File: config.mk
export PLATFORM = sky130hd
export DESIGN_NAME = wnst_cell
export DESIGN_NICKNAME = d
export VERILOG_FILES = /design/src/hdl/wnst_pkg.sv /design/src/hdl/wnst_cell.sv
export SDC_FILE = /design/constraint.sdc
export NUM_CORES = 1
export LEC_CHECK = 0
export BUFFER_PORTS_ARGS = -buffer_cell sky130_fd_sc_hd__buf_2
export CAP_MARGIN = 20
export CORE_MARGIN = 10
export CORE_UTILIZATION = 46
export CTS_CLUSTER_SIZE = 25
export DETAILED_ROUTE_END_ITERATION = 10
export PLACE_DENSITY_LB_ADDON = 0.2
export SLEW_MARGIN = 20
export SYNTH_ARGS = -nofsm -noshare
export SYNTH_HDL_FRONTEND = slang
export SYNTH_SLANG_ARGS = --single-unit
File: constraint.sdc
create_clock -name clk -period 15 [get_ports clk]
set_input_delay 3 -clock clk [delete_from_list [all_inputs] [get_ports clk]]
set_output_delay 3 -clock clk [all_outputs]
set_load 0.02 [all_outputs]
File: src/hdl/wnst_pkg.sv
// shared constants, codes and types for the weighted neighbour sorted table
package wnst_pkg;

  localparam int TABLE_DEPTH = 32;
  localparam int ID_BITS     = 16;
  localparam int WEIGHT_BITS = 16;
  localparam int OPND_BITS   = 16;
  localparam int TYPE_BITS   = 3;
  localparam int STATUS_BITS = 2;
  localparam int KEY_BITS    = WEIGHT_BITS + ID_BITS;
  localparam int IDX_BITS    = $clog2(TABLE_DEPTH + 1);

  // request codes
  localparam logic [TYPE_BITS-1:0] REQ_SET    = 3'd0;
  localparam logic [TYPE_BITS-1:0] REQ_ERASE  = 3'd1;
  localparam logic [TYPE_BITS-1:0] REQ_READ   = 3'd2;
  localparam logic [TYPE_BITS-1:0] REQ_BEST   = 3'd3;
  localparam logic [TYPE_BITS-1:0] REQ_THRESH = 3'd4;
  localparam logic [TYPE_BITS-1:0] REQ_CLEAR  = 3'd5;

  // status codes
  localparam logic [STATUS_BITS-1:0] ST_OK    = 2'd0;
  localparam logic [STATUS_BITS-1:0] ST_EMPTY = 2'd1;
  localparam logic [STATUS_BITS-1:0] ST_FULL  = 2'd2;

  typedef struct packed {
    logic                   valid;
    logic [WEIGHT_BITS-1:0] weight;
    logic [ID_BITS-1:0]     id;
  } entry_t;

  localparam entry_t NO_ENTRY = '{valid: 1'b0, weight: '0, id: '0};

  // operation broadcast to every cell of the chain
  typedef enum logic [2:0] {
    CELL_HOLD,
    CELL_INSERT,
    CELL_REMOVE,
    CELL_CLEAR,
    CELL_LOAD,
    CELL_SHIFT
  } cell_op_t;

  typedef struct packed {
    cell_op_t            op;
    entry_t              new_ent;
    logic [KEY_BITS-1:0] hit_key;
  } cell_cmd_t;

  // sort key: weight first, then id
  function automatic logic [KEY_BITS-1:0] entry_key(entry_t e);
    return {e.weight, e.id};
  endfunction

endpackage

File: src/hdl/wnst_cell.sv
// one cell of the sorted chain: a table entry plus a read-out stage
module wnst_cell import wnst_pkg::*; (
  input  logic      clk,
  input  logic      rst,
  input  cell_cmd_t cmd,
  input  entry_t    prev_ent,
  input  logic      prev_ins,
  input  entry_t    next_ent,
  input  entry_t    next_strm,
  output entry_t    ent,
  output logic      ins,
  output logic      match,
  output entry_t    strm
);

  logic rem;

  // new entry ranks ahead of this one (or this cell is empty)
  assign ins   = !ent.valid || (entry_key(cmd.new_ent) > entry_key(ent));
  // this entry is the one being removed or sits behind it
  assign rem   = ent.valid && (entry_key(ent) <= cmd.hit_key);
  assign match = ent.valid && (ent.id == cmd.new_ent.id);

  // entry and read-out registers
  always_ff @(posedge clk) begin
    if (rst) begin
      ent.valid  <= 1'b0;
      strm.valid <= 1'b0;
    end else begin
      case (cmd.op)
        CELL_INSERT: begin
          if (ins) begin
            ent <= prev_ins ? prev_ent : cmd.new_ent;
          end
        end
        CELL_REMOVE: begin
          if (rem) begin
            ent <= next_ent;
          end
        end
        CELL_CLEAR: begin
          ent.valid <= 1'b0;
        end
        CELL_LOAD: begin
          strm <= ent;
        end
        CELL_SHIFT: begin
          strm <= next_strm;
        end
        default: begin
        end
      endcase
    end
  end

endmodule

After elaboration in Yosys (flattened, before gate mapping)
Cells that the tools add are included.
{ "word_totals": {"regBits": 66, "latch_bits": 0, "ramBits": 0, "rom_bits": 0, "inputBits": 170, "out_inout_bits": 68, "wordCells": 33, "n_memories": 0} }
{ "op_classes": {"addsub": 0, "n_mul": 0, "div": 0, "magnitude_cmp": 2, "n_eq_ne": 8, "shifts": 0, "mux": 6, "n_bitwise": 1, "n_reduce_logical": 10} }
{ "op_table": {"columns": ["op", "n"], "rows": [
  ["2-to-1 mux 33 bit", 3],
  ["case mux 33 bit (2 select lines)", 1],
  ["case mux 32 bit (2 select lines)", 1],
  ["> comparator 32 bit", 1],
  ["<= comparator 32 bit", 1],
  ["equality test 16 bit", 1],
  ["equality test 3 x 2 -> 1 bit, second input constant", 2],
  ["equality test 3 bit, second input constant", 2],
  ["!= test 2 bit, second input constant", 2],
  ["AND reduction 4 bit", 1],
  ["nonzero test 2 bit", 2],
  ["equality test 3 x 1 -> 1 bit, second input constant", 1],
  ["case mux 1 bit (3 select lines)", 1],
  ["AND reduction 3 bit", 1],
  ["nonzero test 3 bit", 1],
  ["logical AND 1 bit", 2],
  ["AND reduction 2 bit", 1],
  ["zero test 1 bit", 1],
  ["logical OR 1 bit", 1],
  ["inverter 1 bit", 1]
]} }

Longest topological paths before layout
Gate-level depths: netlist of run 1.
{ "logic_depth": {"word_depth": 4, "mapped_depth": 9, "depth_no_buf": 9} }

Least setup slack after synthesis of run 1
No wires, ideal clock.
{ "synth_timing": {"path_type": "in2out", "from": "in cmd[62] in the netlist's numbering", "to": "out ins", "arrival_time_ns": 4.624, "required_time_ns": 12.000, "slack_ns": 7.376, "cell_stages": 5, "path_buffers": 0, "cell_sequence": "ha_1 -> nand4_2 -> or4_4 -> or4_4 -> o21a_1"} }
{ "synth_between": {"elab_chain_cells": 2} }
{ "synth_lines": {"columns": ["element", "line", "rtl"], "rows": [
  ["start, declared", "wnst_cell.sv:5", "input cell_cmd_t cmd,"],
  ["> comparator 32 bit", "wnst_cell.sv:19", "assign ins = !ent.valid || (entry_key(cmd.new_ent) > entry_key(ent));"],
  ["logical OR 1 bit", "wnst_cell.sv:19", null],
  ["end, declared", "wnst_cell.sv:11", "output logic ins,"]
]} }
Every way passes these cells.

Final worst setup path of run 1
Ends and elaborated chain as after synthesis.

==> out/qor.yml, run 1 <==
run_status: "complete, no violations"
htree_levels: 3
maxCapViolCount: 0
area_growth_syn_to_layout_pct: 32.03
floorplan.initialDensity_pct: 46.77
finish.net_count: 934
max_clock_freq_mhz: 125.7
critical_path.max_fanout: 3
p_seq_share_pct: 47.0
netlist_area_um2: 4785
setup-tns-final_ns: 0
globalplace.congestion: 0.8380
power_switching_uw: 126.5
synth.yosys.warnings: 0
instances_no_fill: 843
grt_pass1_wl_mm: 23.53
clock_skew_ns: 0.01276
cts_post_setup_buffers_inserted: 0
ys_dominant_reg_cell: "sky130_fd_sc_hd__edfxtp_1"
firstDrtPassIters: 4
synth_top_family_by_area: "adder cells"
multi_input_area_um2: 2540
floorplan.core_area_um2: 10230
synth.yosys.seq_area_share_pct: 41.00
detailroute.via_count: 4342
synth_fa_ha_area_share_pct: 16.74
grt_setup_unrepaired: "false"
timing.final.setup_violations: 0
hold_buffers: 0
worst_skew_pair.late_latency_ns: 0.35
detailedRoute.firstIterationViolations: 196
nFillCells: 906
post_syn_nets: 698
grt-ovfl-total: 0
yosys-top-cells-area: "sky130_fd_sc_hd__edfxtp_1 (40%), sky130_fd_sc_hd__ha_1 (17%), sky130_fd_sc_hd__mux2i_1 (7.5%), sky130_fd_sc_hd__mux2_2 (7.5%), sky130_fd_sc_hd__inv_1 (5.4%)"
power.clock.fraction_pct: 30.7
crit_slowest_cell: "sky130_fd_sc_hd__or4_4"
die_area_um2: 14880
worstMarginPinSlew_ns: 1.077
synthMostInstantiatedCell: "sky130_fd_sc_hd__inv_1"
tritoncts: "yes"
clock-sinks: 66
crit_end_element: "output port"
synth_compound_area_share_pct: 11.27
hold_violations: 0
clk_pin_slew_ns: 0.07
synth.distinct_cells: 34
data_arrival_time_of_the_worst_path_ns: 4.95
switching_share_pct: 27.51
synthDominantAreaCellType: "sky130_fd_sc_hd__edfxtp_1"
asyncSetResetFlopFracSynth_pct: 0
finalCriticalPeriod_ns: 7.953
internal_power_uw: 333.3
final_layout_size_suffix_gt1_share_pct: 41.42
grt.total_usage_pct: 20.09
crit_path_cell_trace: "buf_2 -> ha_1 -> nand4_2 -> or4_4 -> or4_4 -> o21a_1 -> buf_2"
grt_start_max_net_pins: 65
synth_enable_flop_cells: 64
total_cts_buffers: 9
ys_seq_elements: 66
pwr_density_cell_nw_per_um2: 72.79
placed_cells: 825
min-delay-path-class: "flop to flop"
num_io_pins: 238
drt_drc_violations_left: 0
critical_path.max_stage_delay_ns: 0.58
first_global_vias: 4686
routedWlPerCell_um: 18.24
worst-endpoint-required_ns: 12.00
combinational_share_of_power_pct: 22.2
maxSlewViolCount: 0
antenna_found_initial: 2
yosys.area_share.xor_xnor_pct: 0
cts_resized: 0
critPathTopFamily: "simple AND/OR/NAND/NOR gates"
buffers_and_inverters_on_the_worst_path: 2
slew-limit-headroom_pct: 28.03
yosys-mux-area-fraction_pct: 15.06
die_h_um: 122.0
register_area_um2: 1962
synth-simple-area-share_pct: 9.414
die-width_um: 122.0
place.detailed.hpwl_mm: 12.46
ys_top_cells_by_count: "sky130_fd_sc_hd__inv_1 (69), sky130_fd_sc_hd__edfxtp_1 (64), sky130_fd_sc_hd__ha_1 (64)"
syn_avg_cell_area_um2: 10.31
root_buffer_selected_by_cts: "sky130_fd_sc_hd__clkbuf_8"
synth_top_area_share_pct: 40.17
maximum_count_of_clock_buffers_along_a_single_path: 2
critical_path.startpoint_type: "primary input"
avgViaCountPerCell: 5.151
final_util_pct: 61.75
finalCritPeriodShare_pct: 53.02
core.rowCount: 37
worst_path_class_setup: "primary input to output port"
io_buffer_count: 237
routed_wirelength_mm: 15.38
vdd_drop_max_mv: 0.03808
detail-route-antenna-nets: 0
power.static_leakage_uw: 0.003156
syn_inst: 464
-- state kept, by name, indices dropped and copies added (netlist names) --
register and count:
ent 33, strm 33
-- power groups by stage --
stage                     combinational, uW  clock [uW]  sequential [uW]
after floorplan                        49.2           0              227
after global placement                 98.2           0              220
after detailed placement                103           0              220
after CTS                               103         145              216
after global routing                    115         151              217
final                                   102         141              216
-- logic make-up after synthesis --
group,after synthesis
compound gates,91
simple gates,92
buf+inv,83
mux,68
fa+ha+maj,64
flops,66
-- through the flow --
| step | cell area (um^2) | worst slack, ns | total power [uW] | hold WS (ns) |
|---|---|---|---|---|
| final | 6317 | 7.047 | 459.8 | 0.5048 |
| after global routing | 6317 | 6.986 | 482.6 | 0.5588 |
| after CTS | 6312 | 7.041 | 465.0 | 0.5101 |
| after detailed placement | 6132 | 7.049 | 323.1 | 0.5035 |
| after global placement | 6126 | 7.065 | 318.4 | 0.4918 |
| after floorplan | 4785 | 7.376 | 276.5 | 0.5650 |
-- layer usage --
layer  part of all wire (%)  global-route usage, %
met2                     51                  35.77
met5                      0                      0
met3                    8.9                  6.753
met4                    1.7                  7.154
met1                     39                  21.70
-- area by class of cell --
class	instances	share of cell area [%]
Sequential cell	66	31.06
Antenna cell	2	0.07922
Inverter	69	4.100
Clock buffer	16	2.852
Tap cell	136	2.694
Timing Repair Buffer	239	19.01
Multi-Input combinational cell	315	40.21
-- worst register-to-register path, stage by stage, from the launching register on --
cell and delay [ns]:
sky130_fd_sc_hd__edfxtp_1 0.41, sky130_fd_sc_hd__inv_1 0.07, sky130_fd_sc_hd__ha_1 0.33, sky130_fd_sc_hd__nand4_2 0.15, sky130_fd_sc_hd__or4_4 0.58, sky130_fd_sc_hd__a31oi_1 0.21, sky130_fd_sc_hd__o211a_1 0.20, sky130_fd_sc_hd__mux2i_1 0.11
sky130_fd_sc_hd__nor3_4 0.63, sky130_fd_sc_hd__buf_4 0.43
-- layout by cell type, fill, tap and decap left out, drive strengths merged, types with 2 or more instances in the layout --
cell and instances:
a2111o 2, o21a 3, ha 64, o211a 2, nand4 14, nand3 2, inv 69, buf 239
a21o 5, and4 3, a21oi 28, o21ai 39, o211ai 4, nor2b 5, or4 2, nand2 47
a31oi 2, mux2 32, nand2b 4, nor3 3, mux2i 36, edfxtp 64, diode 2, dfxtp 2
nor2 10, clkbuf 16
-- final timing paths --
path | startpoint | endpoint | slack, ns | cells past startpoint
hold reg to reg | strm[32] | strm[32] | 0.50 | 2
setup reg to reg | ent[30] | ent[8] | 11.54 | 9
setup / recovery | cmd[62] | ins | 7.05 | 7
hold / removal | strm[32] | strm[32] | 0.50 | 2
(Power assumes the default switching activity.)
==> inputs of run 2 (changes only) <==
ABC_AREA = 1   (was unset)
CORE_UTILIZATION = 42   (was 46)
clock period = 6.5 ns   (was 15 ns; I/O delays follow)
==> out/qor.yml, run 2 <==
critical_path.startpoint_type: "primary input"
synth.distinct_cells: 24  # -29%
finalCritPeriodShare_pct: 62.98
instances_no_fill: 974  # +16%
die-width_um: 126.8  # +3.9%
data_arrival_time_of_the_worst_path_ns: 2.79  # -2.16 ns
synth_compound_area_share_pct: 12.10  # +0.83 points
synth_fa_ha_area_share_pct: 16.73  # about the same
total_cts_buffers: 9  # unchanged
slew-limit-headroom_pct: 33.03  # +5.0 points
routedWlPerCell_um: 16.48  # -9.7%
maximum_count_of_clock_buffers_along_a_single_path: 2  # unchanged
crit_path_cell_trace: "buf_2 -> ha_1 -> nand2_1 -> o21ai_0 -> a21oi_1 -> nand3_1 -> nand2_1 -> nand2_2 -> nand2_2 -> inv_1 -> buf_2"
cts_post_setup_buffers_inserted: 0  # unchanged
grt_setup_unrepaired: "false"
worst-endpoint-required_ns: 5.20  # -6.80 ns
finalCriticalPeriod_ns: 4.094
timing.final.setup_violations: 0  # unchanged
synth.yosys.warnings: 0  # unchanged
syn_avg_cell_area_um2: 8.019  # -22%
io_buffer_count: 237  # unchanged
worstMarginPinSlew_ns: 1.004  # -0.07275 ns
clk_pin_slew_ns: 0.05  # -0.02 ns
synthDominantAreaCellType: "sky130_fd_sc_hd__edfxtp_1"
endpoint: "ins"
crit_end_element: "output port"
synth_top_family_by_area: "simple AND/OR/NAND/NOR gates"
yosys-mux-area-fraction_pct: 0  # -15 points
firstDrtPassIters: 5  # +1
run_status: "complete, no violations"
placed_cells: 958  # +16%
htree_levels: 3  # unchanged
detail-route-antenna-nets: 0  # unchanged
yosys-top-cells-area: "sky130_fd_sc_hd__edfxtp_1 (40%), sky130_fd_sc_hd__ha_1 (17%), sky130_fd_sc_hd__nand2_1 (11%), sky130_fd_sc_hd__nor2_1 (6.9%), sky130_fd_sc_hd__inv_1 (6.6%)"
critical_path.max_stage_delay_ns: 0.30  # -0.28 ns
multi_input_area_um2: 2440  # -3.9%
avgViaCountPerCell: 4.925  # -4.4%
detailedRoute.firstIterationViolations: 231  # +18%
crit-reg2reg-capture: "ent[15]"
synth_top_area_share_pct: 40.15  # about the same
synth-simple-area-share_pct: 21.72  # +12 points
hold_violations: 0  # unchanged
num_io_pins: 238  # unchanged
crit_slowest_cell: "sky130_fd_sc_hd__ha_1"
cts_resized: 0  # unchanged
netlist_area_um2: 4787  # about the same
min-delay-path-class: "flop to flop"
drt_drc_violations_left: 0  # unchanged
pwr_density_cell_nw_per_um2: 193.3  # +170%
clock-sinks: 66  # unchanged
grt.total_usage_pct: 19.09  # -1.0 points
worstReg2RegStart: "ent[11]"
max_clock_freq_mhz: 244.3
final_layout_size_suffix_gt1_share_pct: 32.85  # -8.6 points
grt_pass1_wl_mm: 24.94  # +6.0%
worst_path_class_setup: "primary input to output port"
root_buffer_selected_by_cts: "sky130_fd_sc_hd__clkbuf_16"
detailroute.via_count: 4797  # +10%
maxSlewViolCount: 0  # unchanged
asyncSetResetFlopFracSynth_pct: 0  # unchanged
final_util_pct: 58.53  # -3.2 points
ys_top_cells_by_count: "sky130_fd_sc_hd__nand2_1 (139), sky130_fd_sc_hd__nor2_1 (88), sky130_fd_sc_hd__inv_1 (84)"
maxCapViolCount: 0  # unchanged
worst_setup_path_startpoint: "cmd[47]"
most_frequent_cells_in_the_layout: "sky130_fd_sc_hd__buf_2 (237), sky130_fd_sc_hd__nand2_1 (138), sky130_fd_sc_hd__nor2_1 (87)"
critical_path.max_fanout: 2  # -1
die_h_um: 126.8  # +3.9%
post_layout_total_power_uw: 1242  # +170%
synth.yosys.seq_area_share_pct: 40.98  # about the same
tritoncts: "yes"
ys_dominant_reg_cell: "sky130_fd_sc_hd__edfxtp_1"
fin_hold_ws_ns: 0.5614  # +0.05658 ns
n_antenna_cell: 0  # -2
grt_start_max_net_pins: 65  # unchanged
setup-tns-final_ns: 0  # unchanged
nFillCells: 1036  # +14%
hold_buffers: 0  # unchanged
finish.net_count: 1063  # +14%
largestRegisters: "ent x33, strm x33"
power.static_leakage_uw: 0.003374  # +6.9%
rr_worst_depth: 14  # +5
place.detailed.hpwl_mm: 13.11  # +5.2%
yosys.area_share.xor_xnor_pct: 0  # unchanged
antenna_found_initial: 0  # -2
ys_seq_elements: 66  # unchanged
worst_skew_pair.late_latency_ns: 0.33  # -0.02 ns
vdd_drop_max_mv: 0.1360  # +260%
post_syn_nets: 831  # +19%
globalplace.congestion: 0.8035  # -4.1%
synth_enable_flop_cells: 64  # unchanged
floorplan.core_area_um2: 10980  # +7.3%
first_global_vias: 5055  # +7.9%
clock_skew_ns: 0.007501  # -0.005258 ns
die_area_um2: 16070  # +8.0%
synthMostInstantiatedCell: "sky130_fd_sc_hd__nand2_1"
core.rowCount: 38  # +2.7%
reg2reg_setup_slack_ns: 3.58  # -7.96 ns
register_area_um2: 1962  # unchanged
syn_inst: 597  # +29%
floorplan.initialDensity_pct: 43.59  # -3.2 points
area_growth_syn_to_layout_pct: 34.29
routed_wirelength_mm: 16.05  # +4.4%
grt-ovfl-total: 0  # unchanged
most_frequent_standard_cell_in_the_layout_excluding_fill_and_tap_cells: "sky130_fd_sc_hd__buf_2"
[run 2: per-stage QoR]
| stage | area, um^2 | setup slack, ns |
|---|---|---|
| final | 6429 | 2.406 |
| after global routing | 6429 | 2.309 |
| after CTS | 6424 | 2.399 |
| after detailed placement | 6115 | 2.457 |
| after global placement | 6115 | 2.442 |
| after floorplan | 4787 | 2.350 |
[run 2: worst min-delay path by stage]
stage	start	endpoint	slack, ns	cells after the start
after floorplan	ent[32]	strm[32]	0.60	2
after global placement	strm[32]	strm[32]	0.53	2
after CTS	strm[32]	strm[32]	0.54	2
final	strm[32]	strm[32]	0.56	2
after global routing	strm[32]	strm[32]	0.58	2
after detailed placement	strm[32]	strm[32]	0.54	2
[run 2: metal layers]
metal | track usage (%) | wire length [um] | vias up
met5 | 0 | 0 | -
met4 | 4.756 | 148 | 0
met3 | 4.998 | 1318 | 12
met2 | 34.08 | 8217 | 161
met1 | 22.11 | 6367 | 2175
li1 | - | - | 2449
[run 2: worst max-delay path: cells and delay by family]
family / cells / cell delay (ns)
simple gates: 5 / 0.50
compound gates: 2 / 0.38
buf+inv: 3 / 0.31
fa+ha+maj: 1 / 0.30
[run 2: logic make-up after synthesis]
family                   after synthesis
buffers and inverters                108
flip-flops                            66
adder cells (fa/ha/maj)               64
AO/OA/AOI/OAI                        106
AND/OR/NAND/NOR                      253
[run 2: where the power goes]
group / leakage, uW / internal (uW) / switching [uW]
Combinational: 0.00262 / 99.3 / 139
Sequential: 0.000603 / 488 / 8.54
Clock: 0.000153 / 328 / 179
Total: 0.00337 / 916 / 327
[run 2: layout make-up]
class                           instances  share of cell area (%)
Clock inverter                          2                  0.5450
Inverter                               89                   5.197
Multi-Input combinational cell        423                   37.95
Tap cell                              140                   2.725
Timing Repair Buffer                  240                   18.80
Clock buffer                           14                   4.262
Sequential cell                        66                   30.52
==> inputs of run 3 (changes only) <==
ABC_AREA = 0   (was 1)
CORE_UTILIZATION = 46   (was 42)
clock period = 3.9 ns   (was 6.5 ns; I/O delays follow)
==> out/qor.yml, run 3 (same netlist as run 1, synthesis figures left out) <==
finish.net_count: 945  # -11%
grt_setup_unrepaired: "false"
num_io_pins: 238  # unchanged
largestRegisters: "ent x33, strm x33"
place_ws_ns: -0.2057  # -2.663 ns
hold_violations: 0  # unchanged
die-width_um: 122.0  # -3.8%
cts_post_setup_buffers_inserted: 0  # unchanged
floorplan.core_area_um2: 10230  # -6.8%
detailedRoute.firstIterationViolations: 201  # -13%
worst_skew_pair.late_latency_ns: 0.35  # +0.02 ns
setup-tns-final_ns: 0  # unchanged
worst-endpoint-required_ns: 3.12  # -2.08 ns
area_growth_syn_to_layout_pct: 33.86
core.rowCount: 37  # -2.6%
root_buffer_selected_by_cts: "sky130_fd_sc_hd__clkbuf_8"
place.detailed.hpwl_mm: 12.56  # -4.2%
worst_path_class_setup: "primary input to output port"
worstMarginPinSlew_ns: 1.087  # +0.08284 ns
firstDrtPassIters: 4  # -1
pwr_density_cell_nw_per_um2: 271.0  # +40%
run_status: "complete, no violations"
min_delay_path_depth: 2  # unchanged
die_area_um2: 14880  # -7.4%
clk_pin_slew_ns: 0.08  # +0.03 ns
routed_wirelength_mm: 15.43  # -3.9%
globalplace.congestion: 0.8372  # +4.2%
clock_skew_ns: 0.008814  # +0.001313 ns
post_layout_total_power_uw: 1736  # +40%
cts_resized: 0  # unchanged
clock-sinks: 66  # unchanged
final_layout_size_suffix_gt1_share_pct: 42.46  # +9.6 points
finalCritPeriodShare_pct: 89.76
detailroute.via_count: 4328  # -9.8%
die_h_um: 122.0  # -3.8%
slew-limit-headroom_pct: 27.51  # -5.5 points
most_frequent_standard_cell_in_the_layout_excluding_fill_and_tap_cells: "sky130_fd_sc_hd__buf_2"
data_arrival_time_of_the_worst_path_ns: 2.72  # -0.07 ns
most_frequent_cells_in_the_layout: "sky130_fd_sc_hd__buf_2 (237), sky130_fd_sc_hd__inv_1 (69), sky130_fd_sc_hd__ha_1 (64), sky130_fd_sc_hd__edfxtp_1 (64), sky130_fd_sc_hd__nand2_1 (46)"
drt_drc_violations_left: 0  # unchanged
avgViaCountPerCell: 5.074  # +3.0%
total_cts_buffers: 9  # unchanged
hold_buffers: 0  # unchanged
first_global_vias: 4668  # -7.7%
critical_path.max_fanout: 3  # +1
routedWlPerCell_um: 18.09  # +9.8%
rr_worst_depth: 9  # -5
crit_end_element: "output port"
tritoncts: "yes"
maxCapViolCount: 0  # unchanged
maximum_count_of_clock_buffers_along_a_single_path: 2  # unchanged
maxSlewViolCount: 0  # unchanged
grt_start_max_net_pins: 65  # unchanged
floorplan.initialDensity_pct: 46.77  # +3.2 points
power.static_leakage_uw: 0.003204  # -5.0%
max_clock_freq_mhz: 285.7
htree_levels: 3  # unchanged
vdd_drop_max_mv: 0.1572  # +16%
critical_path.startpoint_type: "primary input"
antenna_found_initial: 2  # +2
grt-ovfl-total: 0  # unchanged
grt_pass1_wl_mm: 23.46  # -5.9%
finalCriticalPeriod_ns: 3.501
nFillCells: 893  # -14%
min-delay-path-class: "flop to flop"
detail-route-antenna-nets: 0  # unchanged
io_buffer_count: 237  # unchanged
grt.total_usage_pct: 19.99  # +0.90 points
final_util_pct: 62.60  # +4.1 points
setup_slack_ns: 0.3994  # -2.007 ns
timing.final.setup_violations: 0  # unchanged
## run 3: final timing paths
kind | startpoint | end | slack [ns]
max | cmd[55] | ins | 0.40
min | strm[32] | strm[32] | 0.51
max reg2reg | ent[23] | ent[24] | 0.65
min reg2reg | strm[32] | strm[32] | 0.51
## run 3: power breakdown
part	total, uW	internal [uW]	switching (uW)
registers	831	813	18.7
logic	403	192	211
clock network	501	222	279
## run 3: layer usage
layer	vias to the layer above	global-route usage, %	share of wire, %	wire, um
met5	-	0	0.091	14
li1	2173	-	-	-
met3	19	7.632	9.9	1528
met4	2	7.154	1.7	255
met2	155	35.60	50	7655
met1	1979	21.01	39	5977
## run 3: final cells by class
cell class	count	area [um^2]	area share, %
Multi-Input combinational cell	315	2540	39.66
Tap cell	136	170.2	2.657
Clock buffer	9	123.9	1.934
Antenna cell	1	2.502	0.03907
Inverter	69	259.0	4.044
Clock inverter	7	36.28	0.5665
Sequential cell	66	1962	30.63
Timing Repair Buffer	250	1311	20.47
## run 3: critical path, cell delays in order
cell and delay [ns]:
sky130_fd_sc_hd__buf_2 0.11, sky130_fd_sc_hd__ha_1 0.33, sky130_fd_sc_hd__nand4_1 0.17, sky130_fd_sc_hd__or4_4 0.54, sky130_fd_sc_hd__or4_4 0.50, sky130_fd_sc_hd__o21a_1 0.12
sky130_fd_sc_hd__buf_2 0.16
## run 3: stage by stage
stage / instance area (um^2) / hold slack [ns] / std cells
3_5_place_dp: 6200 / 0.5063 / 834
5_1_grt: 6402 / 0.5424 / 852
2_1_floorplan: 4796 / 0.5650 / 464
3_3_place_gp: 6200 / 0.4893 / 834
4_1_cts: 6360 / 0.5172 / 850
6_report: 6405 / 0.5126 / 853
